===== src/hw/rtl/oets_pkg.sv =====
// ----------------------------------------------------------------------------
// oets_pkg
// shared types and constants of the odd-even transposition sorter
// ----------------------------------------------------------------------------
package oets_pkg;

    localparam int DATA_W        = 32;
    localparam int MAX_ITEMS_DEF = 16;

    typedef logic signed [DATA_W-1:0] data_t;

endpackage


===== src/hw/rtl/oets_in_if.sv =====
// ----------------------------------------------------------------------------
// oets_in_if
// input channel of the sorter: one value per word, last marks batch end
// ----------------------------------------------------------------------------
interface oets_in_if import oets_pkg::*; ();

    logic  valid;
    logic  ready;
    data_t value_in;
    logic  last_in;

    modport source (output valid, output value_in, output last_in, input ready);
    modport sink   (input valid, input value_in, input last_in, output ready);

endinterface


===== src/hw/rtl/oets_out_if.sv =====
// ----------------------------------------------------------------------------
// oets_out_if
// output channel of the sorter: sorted values, last and overflow flag
// ----------------------------------------------------------------------------
interface oets_out_if import oets_pkg::*; ();

    logic  valid;
    logic  ready;
    data_t value_out;
    logic  last_out;
    logic  dropped;

    modport source (output valid, output value_out, output last_out, output dropped,
                    input ready);
    modport sink   (input valid, input value_out, input last_out, input dropped,
                    output ready);

endinterface


===== src/hw/rtl/oets_bank.sv =====
// ----------------------------------------------------------------------------
// oets_bank
// one element bank: one write port, one read port, registered read data
// ----------------------------------------------------------------------------
module oets_bank import oets_pkg::*; #(
    parameter int DEPTH = MAX_ITEMS_DEF / 2,
    parameter int AW    = 3
) (
    input  logic          clk,
    input  logic          we,
    input  logic [AW-1:0] waddr,
    input  data_t         wdata,
    input  logic          re,
    input  logic [AW-1:0] raddr,
    output data_t         rdata
);

    data_t mem [DEPTH];
    data_t rdata_reg;

    always_ff @(posedge clk)
    begin
        if (we)
        begin
            mem[waddr] <= wdata;
        end
        if (re)
        begin
            rdata_reg <= mem[raddr];
        end
    end

    assign rdata = rdata_reg;

endmodule


===== src/hw/rtl/odd_even_transposition_sorter.sv =====
// ----------------------------------------------------------------------------
// odd_even_transposition_sorter
// collects a batch of signed values, sorts it in two memory banks by
// odd-even transposition and streams the sorted batch out
// ----------------------------------------------------------------------------
// channel   dir  handshake      payload
// in_ch     in   valid/ready    value_in, last_in
// out_ch    out  valid/ready    value_out, last_out, dropped
//
// load: one word per cycle; ready is low while a batch is sorted or sent.
// sort: element 2j sits in the even bank, 2j+1 in the odd bank, so each
//   neighbor pair is one read and one write per bank; a batch of n takes
//   at most n + 2 phases.
// output: each word goes through a bank read, then the output register;
//   the next read waits for the pending one, and a stall holds the output register and the next read.
// reset clears all control state; bank contents are not cleared.
// ----------------------------------------------------------------------------
module odd_even_transposition_sorter import oets_pkg::*; #(
    parameter int MAX_ITEMS = MAX_ITEMS_DEF
) (
    input  logic         clk,
    input  logic         rst_n,
    oets_in_if.sink      in_ch,
    oets_out_if.source   out_ch
);

    localparam int BANK_DEPTH = (MAX_ITEMS + 1) / 2;
    localparam int AW         = (BANK_DEPTH > 1) ? $clog2(BANK_DEPTH) : 1;
    localparam int CW         = $clog2(MAX_ITEMS + 1);

    typedef enum logic [1:0] {
        S_LOAD,
        S_SORT,
        S_OUT
    } state_t;

    state_t          state_reg, state_next;
    logic [CW-1:0]   count_reg, count_next;
    logic            overflow_reg, overflow_next;
    logic            parity_reg, parity_next;
    logic [CW-1:0]   pair_reg, pair_next;
    logic            pend_reg, pend_next;
    logic [AW-1:0]   pend_even_addr_reg, pend_even_addr_next;
    logic [AW-1:0]   pend_odd_addr_reg, pend_odd_addr_next;
    logic            swap_now_reg, swap_now_next;
    logic            swap_prev_reg, swap_prev_next;
    logic [CW-1:0]   k_reg, k_next;
    logic            rd_pend_reg, rd_pend_next;
    logic            rd_sel_reg, rd_sel_next;
    logic            rd_last_reg, rd_last_next;
    logic            out_valid_reg, out_valid_next;
    logic            out_last_reg, out_last_next;
    data_t           out_value_reg;

    logic            in_accept, out_accept, room;
    logic [CW-1:0]   npairs;
    logic            sort_issue, out_issue;
    logic [AW-1:0]   sort_even_addr, sort_odd_addr;
    data_t           even_rdata, odd_rdata, lo_val, hi_val, min_val, max_val;
    logic            swap;

    logic            even_we, odd_we, even_re, odd_re;
    logic [AW-1:0]   even_waddr, odd_waddr, even_raddr, odd_raddr;
    data_t           even_wdata, odd_wdata;

    assign in_ch.ready = (state_reg == S_LOAD);
    assign in_accept   = in_ch.valid && in_ch.ready;
    assign out_accept  = out_valid_reg && out_ch.ready;
    assign room        = (count_reg < CW'(MAX_ITEMS));

    // pairs in this phase: even phase n/2, odd phase (n-1)/2
    assign npairs     = parity_reg ? ((count_reg - CW'(1)) >> 1) : (count_reg >> 1);
    assign sort_issue = (state_reg == S_SORT) && (pair_reg < npairs);

    always_comb
    begin
        if (parity_reg)
        begin
            sort_odd_addr  = AW'(pair_reg);
            sort_even_addr = AW'(pair_reg + CW'(1));
        end
        else
        begin
            sort_odd_addr  = AW'(pair_reg);
            sort_even_addr = AW'(pair_reg);
        end
    end

    assign out_issue = (state_reg == S_OUT) && !rd_pend_reg && (k_reg < count_reg)
                       && (!out_valid_reg || out_ch.ready);

    // compare and swap on the word pair read last cycle
    assign lo_val  = parity_reg ? odd_rdata : even_rdata;
    assign hi_val  = parity_reg ? even_rdata : odd_rdata;
    assign swap    = lo_val > hi_val;
    assign min_val = swap ? hi_val : lo_val;
    assign max_val = swap ? lo_val : hi_val;

    // bank port muxing
    always_comb
    begin
        even_we    = 1'b0;
        odd_we     = 1'b0;
        even_waddr = AW'(count_reg >> 1);
        odd_waddr  = AW'(count_reg >> 1);
        even_wdata = in_ch.value_in;
        odd_wdata  = in_ch.value_in;
        if (state_reg == S_LOAD)
        begin
            even_we = in_accept && room && !count_reg[0];
            odd_we  = in_accept && room && count_reg[0];
        end
        else if (pend_reg)
        begin
            even_we    = 1'b1;
            odd_we     = 1'b1;
            even_waddr = pend_even_addr_reg;
            odd_waddr  = pend_odd_addr_reg;
            even_wdata = parity_reg ? max_val : min_val;
            odd_wdata  = parity_reg ? min_val : max_val;
        end
    end

    always_comb
    begin
        if (state_reg == S_OUT)
        begin
            even_re    = out_issue;
            odd_re     = out_issue;
            even_raddr = AW'(k_reg >> 1);
            odd_raddr  = AW'(k_reg >> 1);
        end
        else
        begin
            even_re    = sort_issue;
            odd_re     = sort_issue;
            even_raddr = sort_even_addr;
            odd_raddr  = sort_odd_addr;
        end
    end

    oets_bank #(
        .DEPTH (BANK_DEPTH),
        .AW    (AW)
    ) u_even_bank (
        .clk   (clk),
        .we    (even_we),
        .waddr (even_waddr),
        .wdata (even_wdata),
        .re    (even_re),
        .raddr (even_raddr),
        .rdata (even_rdata)
    );

    oets_bank #(
        .DEPTH (BANK_DEPTH),
        .AW    (AW)
    ) u_odd_bank (
        .clk   (clk),
        .we    (odd_we),
        .waddr (odd_waddr),
        .wdata (odd_wdata),
        .re    (odd_re),
        .raddr (odd_raddr),
        .rdata (odd_rdata)
    );

    always_comb
    begin
        state_next          = state_reg;
        count_next          = count_reg;
        overflow_next       = overflow_reg;
        parity_next         = parity_reg;
        pair_next           = pair_reg;
        pend_next           = 1'b0;
        pend_even_addr_next = sort_even_addr;
        pend_odd_addr_next  = sort_odd_addr;
        swap_now_next       = swap_now_reg;
        swap_prev_next      = swap_prev_reg;
        k_next              = k_reg;
        rd_pend_next        = out_issue;
        rd_sel_next         = k_reg[0];
        rd_last_next        = (k_reg + CW'(1)) == count_reg;
        out_valid_next      = out_valid_reg;
        out_last_next       = out_last_reg;

        unique case (state_reg)
            S_LOAD:
            begin
                if (in_accept)
                begin
                    if (room)
                    begin
                        count_next = count_reg + CW'(1);
                    end
                    else
                    begin
                        overflow_next = 1'b1;
                    end
                    if (in_ch.last_in)
                    begin
                        state_next     = S_SORT;
                        parity_next    = 1'b0;
                        pair_next      = '0;
                        swap_prev_next = 1'b1;
                        swap_now_next  = 1'b0;
                    end
                end
            end
            S_SORT:
            begin
                if (pend_reg && swap)
                begin
                    swap_now_next = 1'b1;
                end
                if (sort_issue)
                begin
                    pend_next = 1'b1;
                    pair_next = pair_reg + CW'(1);
                end
                else if (!pend_reg)
                begin
                    // phase done and its last write has landed
                    if (!swap_prev_reg && !swap_now_reg)
                    begin
                        state_next = S_OUT;
                        k_next     = '0;
                    end
                    else
                    begin
                        swap_prev_next = swap_now_reg;
                        swap_now_next  = 1'b0;
                        parity_next    = !parity_reg;
                        pair_next      = '0;
                    end
                end
            end
            S_OUT:
            begin
                if (out_issue)
                begin
                    k_next = k_reg + CW'(1);
                end
                if (out_accept)
                begin
                    out_valid_next = 1'b0;
                    if (out_last_reg)
                    begin
                        state_next    = S_LOAD;
                        count_next    = '0;
                        overflow_next = 1'b0;
                        parity_next   = 1'b0;
                    end
                end
                if (rd_pend_reg)
                begin
                    out_valid_next = 1'b1;
                    out_last_next  = rd_last_reg;
                end
            end
            default:
            begin
                state_next = S_LOAD;
            end
        endcase
    end

    always_ff @(posedge clk or negedge rst_n)
    begin
        if (!rst_n)
        begin
            state_reg      <= S_LOAD;
            count_reg      <= '0;
            overflow_reg   <= 1'b0;
            parity_reg     <= 1'b0;
            pair_reg       <= '0;
            pend_reg       <= 1'b0;
            swap_now_reg   <= 1'b0;
            swap_prev_reg  <= 1'b0;
            k_reg          <= '0;
            rd_pend_reg    <= 1'b0;
            out_valid_reg  <= 1'b0;
            out_last_reg   <= 1'b0;
        end
        else
        begin
            state_reg      <= state_next;
            count_reg      <= count_next;
            overflow_reg   <= overflow_next;
            parity_reg     <= parity_next;
            pair_reg       <= pair_next;
            pend_reg       <= pend_next;
            swap_now_reg   <= swap_now_next;
            swap_prev_reg  <= swap_prev_next;
            k_reg          <= k_next;
            rd_pend_reg    <= rd_pend_next;
            out_valid_reg  <= out_valid_next;
            out_last_reg   <= out_last_next;
        end
    end

    // payload registers
    always_ff @(posedge clk)
    begin
        pend_even_addr_reg <= pend_even_addr_next;
        pend_odd_addr_reg  <= pend_odd_addr_next;
        rd_sel_reg         <= rd_sel_next;
        rd_last_reg        <= rd_last_next;
        if (rd_pend_reg)
        begin
            out_value_reg <= rd_sel_reg ? odd_rdata : even_rdata;
        end
    end

    assign out_ch.valid     = out_valid_reg;
    assign out_ch.value_out = out_value_reg;
    assign out_ch.last_out  = out_last_reg;
    assign out_ch.dropped   = overflow_reg;

endmodule


===== src/flat_wrapper.sv =====
// flat-port wrapper written by rule: the top's interface ports become plain ports
module odd_even_transposition_sorter_flat import oets_pkg::*;
#(
    parameter int MAX_ITEMS = MAX_ITEMS_DEF
)
  (clk, rst_n, in_ch_valid, in_ch_value_in, in_ch_last_in, in_ch_ready, out_ch_valid, out_ch_value_out, out_ch_last_out, out_ch_dropped, out_ch_ready);
  oets_in_if in_ch_i ();
  oets_out_if out_ch_i ();
  input  logic clk;
  input  logic rst_n;
  input wire logic [$bits(in_ch_i.valid)-1:0] in_ch_valid;
  input wire logic [$bits(in_ch_i.value_in)-1:0] in_ch_value_in;
  input wire logic [$bits(in_ch_i.last_in)-1:0] in_ch_last_in;
  output wire logic [$bits(in_ch_i.ready)-1:0] in_ch_ready;
  output wire logic [$bits(out_ch_i.valid)-1:0] out_ch_valid;
  output wire logic [$bits(out_ch_i.value_out)-1:0] out_ch_value_out;
  output wire logic [$bits(out_ch_i.last_out)-1:0] out_ch_last_out;
  output wire logic [$bits(out_ch_i.dropped)-1:0] out_ch_dropped;
  input wire logic [$bits(out_ch_i.ready)-1:0] out_ch_ready;
  assign in_ch_i.valid = in_ch_valid;
  assign in_ch_i.value_in = in_ch_value_in;
  assign in_ch_i.last_in = in_ch_last_in;
  assign in_ch_ready = in_ch_i.ready;
  assign out_ch_valid = out_ch_i.valid;
  assign out_ch_value_out = out_ch_i.value_out;
  assign out_ch_last_out = out_ch_i.last_out;
  assign out_ch_dropped = out_ch_i.dropped;
  assign out_ch_i.ready = out_ch_ready;
  odd_even_transposition_sorter #(.MAX_ITEMS(MAX_ITEMS)) u_core (.clk(clk), .rst_n(rst_n), .in_ch(in_ch_i), .out_ch(out_ch_i));
endmodule

===== config.mk =====
export PLATFORM = sky130hd
export DESIGN_NAME = odd_even_transposition_sorter_flat
export DESIGN_NICKNAME = d
export VERILOG_FILES = /design/src/hw/rtl/oets_pkg.sv /design/src/hw/rtl/oets_in_if.sv /design/src/hw/rtl/oets_out_if.sv /design/src/hw/rtl/oets_bank.sv /design/src/hw/rtl/odd_even_transposition_sorter.sv /design/src/flat_wrapper.sv
export SDC_FILE = /design/constraint.sdc
export NUM_CORES = 1
export LEC_CHECK = 0
export BUFFER_PORTS_ARGS = -buffer_cell sky130_fd_sc_hd__buf_2
export CORE_MARGIN = 4
export CORE_UTILIZATION = 56
export CTS_CLUSTER_DIAMETER = 200
export DETAILED_ROUTE_END_ITERATION = 10
export PLACE_DENSITY = 0.76
export SKIP_CTS_REPAIR_TIMING = 1
export SLEW_MARGIN = 20
export SYNTH_ARGS = -nofsm -noshare
export SYNTH_HDL_FRONTEND = slang
export SYNTH_SLANG_ARGS = --single-unit

===== constraint.sdc =====
create_clock -name clk -period 5.4 [get_ports clk]
set_clock_uncertainty 0.1 [all_clocks]
set_input_delay 1.08 -clock clk [delete_from_list [all_inputs] [get_ports clk]]
set_output_delay 1.08 -clock clk [all_outputs]
set_load 0.01 [all_outputs]

==> results.md, run 1 <==
- The clock passes through at most 3 buffers.
- The leakage power summed over all cells is 0.01028 µW.
- The run finished with clean final reports.
- The number of cell rows is 80.
- In the global route stage, overall resource usage came out at 24.19%.
- The number of max-capacitance violations reported is 0.
- The H-tree generated during clock tree synthesis spans 2 levels.
- Leaving out fill and tap cells, the most frequent cell in the layout is edfxtp_1.
- Sequential cells were found to cover 70.32% of the synthesized design area.
- The detail route stage leaves a number of antenna-violating nets equal to 0.
- Buffers placed on the I/O ports in this run total 72.
- The worst hold-check path type is reg -> reg.
- The repair_antennas step left the layout with diodes totalling 0.
- For this design, the slowest cell found on the critical path is dfrtp_4.
- Static timing analysis puts the maximum clock frequency at 213.4 MHz.
- Across the VDD grid, the largest voltage drop is 0.0005327 V.
- The final setup TNS is 0 ns.
- The number of antenna violations at the first check in global routing is 0.
- The number of cells produced by synthesis is 1439.
- After clock tree synthesis, the clock-pin slew on the worst setup and hold paths is 0.06 ns.
- The critical path endpoint category is a flop.
- The number of clock sinks is 641.
- The clock latency on the worst-skew pair is 0.64 ns.
- Summed over all layers, the global routing overflow is 0.
- The total length of routed wires is 63.18 mm.
- The initial standard-cell utilization of the core is 56.72%.
- The number of nets handed over by synthesis was 1520.
- The final-stage net count is 1615.
- The critical path in this run is classified as reg -> reg.
- Counting buffers and inverters, the worst setup path is 10 cells deep.
- The minimum setup slack after placement is 0.7439 ns.
- The number of placed instances, taps included, is 2086.
- The minimum period implied by the final worst setup slack is 4.687 ns.
- The worst pin sits at a relative slew slack of 24.58%.
- A synthesized cell averages 18.82 µm².
- Of all cell types, the one taking the most synthesized area is edfxtp_1.
- CTS placed an instance of clkbuf_16 at the clock tree root.
- Setup slack closes at 0.7132 ns.
- The instance area after placement is 0.02838 mm².
- From left edge to right edge, the die measures 227.9 µm.
- The floorplan step defined a die boundary enclosing 0.05194 mm².
- The launch point of the worst reg-to-reg path is u_core.parity_reg.
- In the post-synthesis netlist, the biggest area contributors are edfxtp_1, mux4_2, mux2_2.
- The via count of the first global-routing pass came to 14775.
- Following the worst setup path forward leads to its endpoint at u_core.u_odd_bank.mem[5][7].
- The vertical die dimension is 227.9 µm.
- Yosys printed 0 warnings.
- Setup repair after global routing left no endpoint under its margin.
- STA classifies the critical path startpoint as a flop.
- The most frequently used flop master after synthesis is edfxtp_1.
- The synthesis-stage register bit count is 641.
- Relative to the synthesized area, the layout overhead comes to 12.39%.
- The post-layout instance count excluding filler cells is 2202.
- After synthesis the cells add up to 0.02708 mm².
- The total area inside the core boundary comes to 0.04775 mm².
- The CTS tree is built.
- In this run, distinct cell masters in the synthesized netlist total 62.
- In the final layout, the share of cells above drive strength 1 is 28.92%.
- The first-pass detailed-route iteration total is 5.
- The average vias per placed instance is 6.540.
- The number of CTS-inserted buffers is 61.
- The kind of cell with the highest combined delay on the critical path is simple AND/OR/NAND/NOR gates.
- For the worst flop-to-flop path, the logic depth is 10.
- The total DRC errors in the routed layout is 0.
- The share of the synthesized area in the top cell type is 67.42%.
- The number of pins with negative max-slew slack in the final report is 0.
- For the worst setup path, the data arrival time is 4.89 ns.
- Entering global routing, the biggest net connects 80 pins.
- At the worst endpoint, the required time is 5.60 ns.
- Detailed placement ended at an HPWL of 37.78 mm.
- In the layout the commonest cells are edfxtp_1, mux4_2, mux2_2.
- The first-pass GRT wire length is 94.25 mm.
- The met2 wire length is 31.83 mm.
- The number of flops mapped to enable cells by yosys is 608.
- Setup violations remaining at the end of the flow were counted as 0.
- Tracing the worst setup path back leads to its startpoint at u_core.parity_reg.
- The count of final hold-check violations is 0.
- The final cycle utilization of the critical path is 86.79%.
- After detailed routing, the average wire length per cell comes to 28.69 µm.
- The last weighted congestion value of the routability-driven placer is 0.8371.
- The maximum fanout along the worst path is 43.
- The worst-case register-to-register setup slack is 0.71 ns.
- The number of ports placed on the die boundary is 73.
- The proportion of synthesized flip-flops having asynchronous set or reset is 3.900%.
- Overall power consumption after layout is estimated at 18400 µW.
- The delay of the slowest cell on the worst path is 0.83 ns.
- In the final layout, the registers with the most flip-flops are u_core.u_even_bank.mem: 256 flops, u_core.u_odd_bank.mem: 256 flops.
- The actual transition at the worst max-transition pin is 1.129 ns.
- The detailed router put a total of 25.26 mm of wire on met1.
- The final instance area is 0.03044 mm².
- The number of buffers and inverters on the critical path is 1.
- Dividing total power by cell area gives a power density of 604.7 mW/mm².
- The endpoint identified for the worst register-to-register timing path is u_core.u_odd_bank.mem[5][7].
- The critical path goes through mux2_2, ha_1, nand4_1, or4_1, nand2b_4, and4_4, a211oi_4, buf_12, mux2i_1, a21oi_1.
- The detailed router finished its first iteration with 1560 violations.
- The highest layer touched by signal routing is met4.
- The detailed router placed 14401 vias in this run.
- In the detailed route, the total length drawn on met3 is 4.471 mm.
==> synthesized netlist by cell type (3+ instances only) <==
master,n
buf_1,8
a21oi_1,85
o21a_1,6
mux2_1,33
xnor2_1,6
and3_1,3
o21ai_0,9
buf_12,5
nand3_1,9
nor2_1,68
nand2_1,26
a31oi_1,7
xor2_1,5
inv_2,3
nand4_1,12
o32a_1,3
edfxtp_1,608
o21ai_1,13
ha_1,44
dfrtp_1,25
mux2i_1,101
nor3_1,6
mux4_2,128
buf_2,22
mux2_2,99
nor2b_1,6
o31a_1,3
inv_1,10
a22o_1,3
clkbuf_1,35
dfxtp_1,8
==> worst register-to-register path: stages, from the launching register on <==
cell and delay, ns:
dfrtp_4 0.83, mux2_2 0.45, ha_1 0.34, nand4_1 0.16
or4_1 0.64, nand2b_4 0.19, and4_4 0.19, a211oi_4 0.35
buf_12 0.32, mux2i_1 0.13, a21oi_1 0.68
==> final cells by class <==
class / instances / area (µm²)
Clock buffer: 71 / 1585
Clock inverter: 45 / 465.4
Fill cell: 3168 / 17310
Inverter: 13 / 48.80
Multi-Input combinational cell: 713 / 7806
Sequential cell: 641 / 19050
Tap cell: 615 / 769.5
Timing Repair Buffer: 104 / 708.2
==> metal layers <==
layer  up-vias  global-route usage, %
li1       6063                      -
met1      7596                  33.73
met2       643                  40.68
met3        99                  3.481
met4         0                  6.831
met5         -                      0
==> cells by family (layout without fill, tap and decap cells) <==
| kind of cell | Yosys count | after routing | share of synthesized area (%) |
|---|---|---|---|
| AOI/OAI and AO/OA | 152 | 152 | 3.322 |
| adders and majority gates | 44 | 44 | 2.033 |
| xor gates and xnor gates | 11 | 11 | 0.3557 |
| and+or+nand+nor | 145 | 145 | 2.481 |
| muxes | 361 | 361 | 19.87 |
| buffers and inverters | 85 | 233 | 1.622 |
| DFF | 641 | 641 | 70.32 |
==> per-stage QoR <==
step	hold slack [ns]	utilization (%)
2_1_floorplan	0.3173	-
3_3_place_gp	0.3214	59.39
3_5_place_dp	0.3312	59.45
4_1_cts	0.3459	63.74
5_1_grt	0.3789	63.74
6_report	0.3410	63.74
==> power breakdown <==
| group | switching, µW | total, µW | internal (µW) |
|---|---|---|---|
| sequential | 947 | 7790 | 6840 |
| combinational | 3440 | 6260 | 2820 |
| clock | 1860 | 4350 | 2490 |
==> how the worst min path moves through the flow <==
stage	to	startpoint	cells after the start	slack, ns
after detailed placement	u_core.out_ch.last_out	u_core.rd_last_reg	1	0.33
after global routing	u_core.state_reg[0]	rst_n	1	0.38
final	u_core.out_ch.last_out	u_core.rd_last_reg	1	0.34
after CTS	u_core.out_ch.last_out	rst_n	1	0.35
after floorplan	u_core.out_ch.last_out	u_core.rd_last_reg	1	0.32
after global placement	u_core.out_ch.last_out	u_core.rd_last_reg	1	0.32
No activity file was read; power rests on OpenSTA's default activity.
==> run 2: changes to the inputs <==
- CORE_UTILIZATION: 56 -> 51
- PLACE_DENSITY: 0.76 -> 0.7
==> run 2 against run 1 <==
Global-route usage decreased by 1.9 points. Critical endpoint is now u_core.u_even_bank.mem[0][7]. Power decreased by 0.73%. Non-clock buffer count increased by 3. Sequential cell count unchanged. Hold slack improved by 0.0023 ns.
==> results.md, run 2 (synthesized netlist as in run 1, its figures left out) <==
- The x dimension of the die is 238.4 µm (+4.6%).
- Following the worst setup path forward leads to its endpoint at u_core.u_even_bank.mem[0][7].
- The final core utilization is 57.99% (-5.8 points).
- The clock transition at the register clock pins on the worst setup and hold paths after CTS came to 0.06 ns (about the same).
- The final global-route overflow total is 0 (unchanged).
- Setup repair after global routing left no endpoint under its margin.
- The worst voltage drop across the vdd grid is 0.0006065 V (+14%).
- The power density over the cells is 599.6 mW/mm² (-0.85%).
- The via count of the first global-routing pass came to 14292 (-3.3%).
- The routing usage on met1 is 30.91% (-2.8 points).
- The signal arrival time at the worst endpoint was 4.83 ns (-0.06 ns).
- The count of input and output buffers is 72 (unchanged).
- The number of cell rows came to 84 (+5.0%).
- The critical path endpoint category is a flop.
- The vertical die dimension was 238.4 µm (+4.6%).
- The number of fillers in the final layout is 3844 (+21%).
- The number of H-tree levels was 2 (unchanged).
- Leaving out fill and tap cells, the most frequent cells in the layout are edfxtp_1, mux4_2, mux2_2.
- The minimum setup slack after placement is 0.8860 ns (+0.1422 ns).
- The count of final hold-check violations is 0 (unchanged).
- The number of cells on the critical path is 10 (unchanged).
- The core area is 0.05255 mm² (+10%).
- The final cycle utilization of the critical path is 85.38% (-1.4 points).
- The run finished with clean final reports.
- The average wire per cell in the routed design was 27.78 µm (-3.2%).
- The actual transition at the worst max-transition pin came to 1.105 ns (-0.02386 ns).
- The maximum fanout along the worst path came to 38 (-12%).
- The maximum buffer depth of the clock tree is 3 (unchanged).
- The initial standard-cell utilization of the core is 51.53% (-5.2 points).
- The share of layout cells above drive strength 1 is 28.48% (-0.44 points).
- The worst-case register-to-register setup slack is 0.79 ns (+0.08 ns).
- The number of ports placed on the die boundary came to 73 (unchanged).
- STA classifies the critical path startpoint as a flop.
- TritonCTS built the clock tree.
- The first-pass detailed-route iteration total came to 5 (unchanged).
- The HPWL after detailed placement is 38.87 mm (+2.9%).
- The global routing usage on met2 is 36.70% (-4.0 points).
- The number of buffers and inverters on the critical path came to 1 (unchanged).
- The total length of routed wires is 63.21 mm (about the same).
- The setup violation total in the final timing report was 0 (unchanged).
- The post-layout instance count excluding filler cells came to 2275 (+3.3%).
- The upper clock frequency limit is 216.9 MHz (+1.6%).
- The terminus of the critical flop-to-flop path is u_core.u_even_bank.mem[0][7].
- The root buffer cell chosen for the clock tree is clkbuf_16.
- The worst reg2reg path depth is 10 (unchanged).
- The kind of cell with the highest combined delay on the critical path is simple AND/OR/NAND/NOR gates.
- The worst-case headroom to the max-slew limit was 26.34% (+1.8 points).
- The first-pass GRT wire length is 93.98 mm (-0.28%).
- The largest registers in the layout are u_core.u_even_bank.mem: 256 flops, u_core.u_odd_bank.mem: 256 flops.
- The number of CTS-inserted buffers is 61 (unchanged).
- The number of clock sinks was 641 (unchanged).
- The met3 layer usage reported by global route is 3.999% (+0.52 points).
- The source of the critical timing path is u_core.parity_reg.
- The post-route antenna net violation count is 0 (unchanged).
- The final-stage net count is 1618 (+0.19%).
- The cell count after placement is 2162 (+3.6%).
- The area growth from synthesis to layout is 12.53%.
- The detailed-route via count is 14041 (-2.5%).
- The floorplan die area came to 0.05685 mm² (+9.5%).
- Leaving out fill and tap cells, the most frequent cell in the layout is edfxtp_1.
- The delay of the slowest cell on the worst path was 0.79 ns (-0.04 ns).
- The minimum period implied by the final worst setup slack came to 4.611 ns (-0.07608 ns).
- The global router's overall resource usage is 22.34% (-1.9 points).
- The total DRC errors in the routed layout is 0 (unchanged).
- The least setup slack across all paths after layout was 0.7893 ns (+0.07608 ns).
- The number of antenna violations at the first check in global routing came to 0 (unchanged).
- The required time of the worst setup path is 5.62 ns (+0.02 ns).
- The launch point of the worst reg-to-reg path is u_core.parity_reg.
- The violation count after the first detailed-route iteration came to 1333 (-15%).
- The worst setup path is of the reg -> reg kind.
- The antenna diode instance count came to 0 (unchanged).
- The number of max-capacitance violations reported is 0 (unchanged).
- The final setup TNS is 0 ns (unchanged).
- The worst hold-check path type is reg -> reg.
- The pin count of the biggest net entering global routing is 65 (-19%).
- In this run the most used layer during global routing was met2.
- For this design, the slowest cell found on the critical path is dfrtp_4.
- The last weighted congestion value of the routability-driven placer was 0.8508 (+1.6%).
- The tightest hold margin is 0.3433 ns (+0.002263 ns).
- The average vias per placed instance is 6.172 (-5.6%).
- The signal on the critical path passes through mux2_2, ha_1, nand4_1, or4_1, nand2b_4, and4_4, a211oi_4, buf_12, mux2i_1, a21oi_1.
- The clock latency on the worst-skew pair is 0.64 ns (about the same).
- The number of pins with negative max-slew slack in the final report is 0 (unchanged).
- The leakage power summed over all cells was 0.01027 µW (about the same).
==> run 2: changes by cell type in the layout (fill, tap and decap cells not counted) <==
| cell | delta |
|---|---|
| buf_16 | -1 |
| clkbuf_1 | -2 |
| clkinv_4 | -1 |
| clkinvlp_4 | -4 |
| dfxtp_4 | -1 |
| buf_12 | -3 |
| dfxtp_2 | +1 |
| bufinv_16 | +1 |
| clkinv_2 | -5 |
| clkinv_1 | +9 |
| inv_6 | -1 |
| buf_4 | +7 |
==> run 2: how the worst min path moves through the flow <==
stage,start,end,cells after the start,slack (ns)
final,u_core.rd_last_reg,u_core.out_ch.last_out,1,0.34
after global routing,u_core.rd_last_reg,u_core.out_ch.last_out,1,0.36
after detailed placement,u_core.rd_last_reg,u_core.out_ch.last_out,1,0.34
after floorplan,u_core.rd_last_reg,u_core.out_ch.last_out,1,0.32
after global placement,u_core.rd_last_reg,u_core.out_ch.last_out,1,0.32
after CTS,u_core.rd_last_reg,u_core.out_ch.last_out,1,0.35
==> run 2: metal layers <==
metal  routed length, µm  vias up
li1                    -     6063
met1               26090     7341
met2               31140      528
met3                3965      109
met4                2017        0
met5                   0        -
==> run 2: layout make-up <==
class / instances / area (µm²) / share of cell area [%]
clock buffers: 69 / 1578 / 5.178
inverters: 13 / 48.80 / 0.1601
repair buffers: 107 / 673.1 / 2.209
clock inverters: 44 / 456.7 / 1.499
flip-flops and latches: 641 / 19050 / 62.51
well taps: 688 / 860.8 / 2.825
multi-input cells: 713 / 7806 / 25.62
==> run 2: report_power, final <==
part           internal [µW]  total, µW  switching [µW]
logic                   2790       6290            3500
clock network           2520       4350            1830
registers               6840       7630             791
total                  12100      18300            6130
==> run 2: per-stage QoR <==
stage / cell area, µm² / total power (µW)
after floorplan: 27080 / 12090
after global placement: 28440 / 13900
after detailed placement: 28440 / 14010
after CTS: 30470 / 18390
after global routing: 30470 / 19120
final: 30470 / 18270
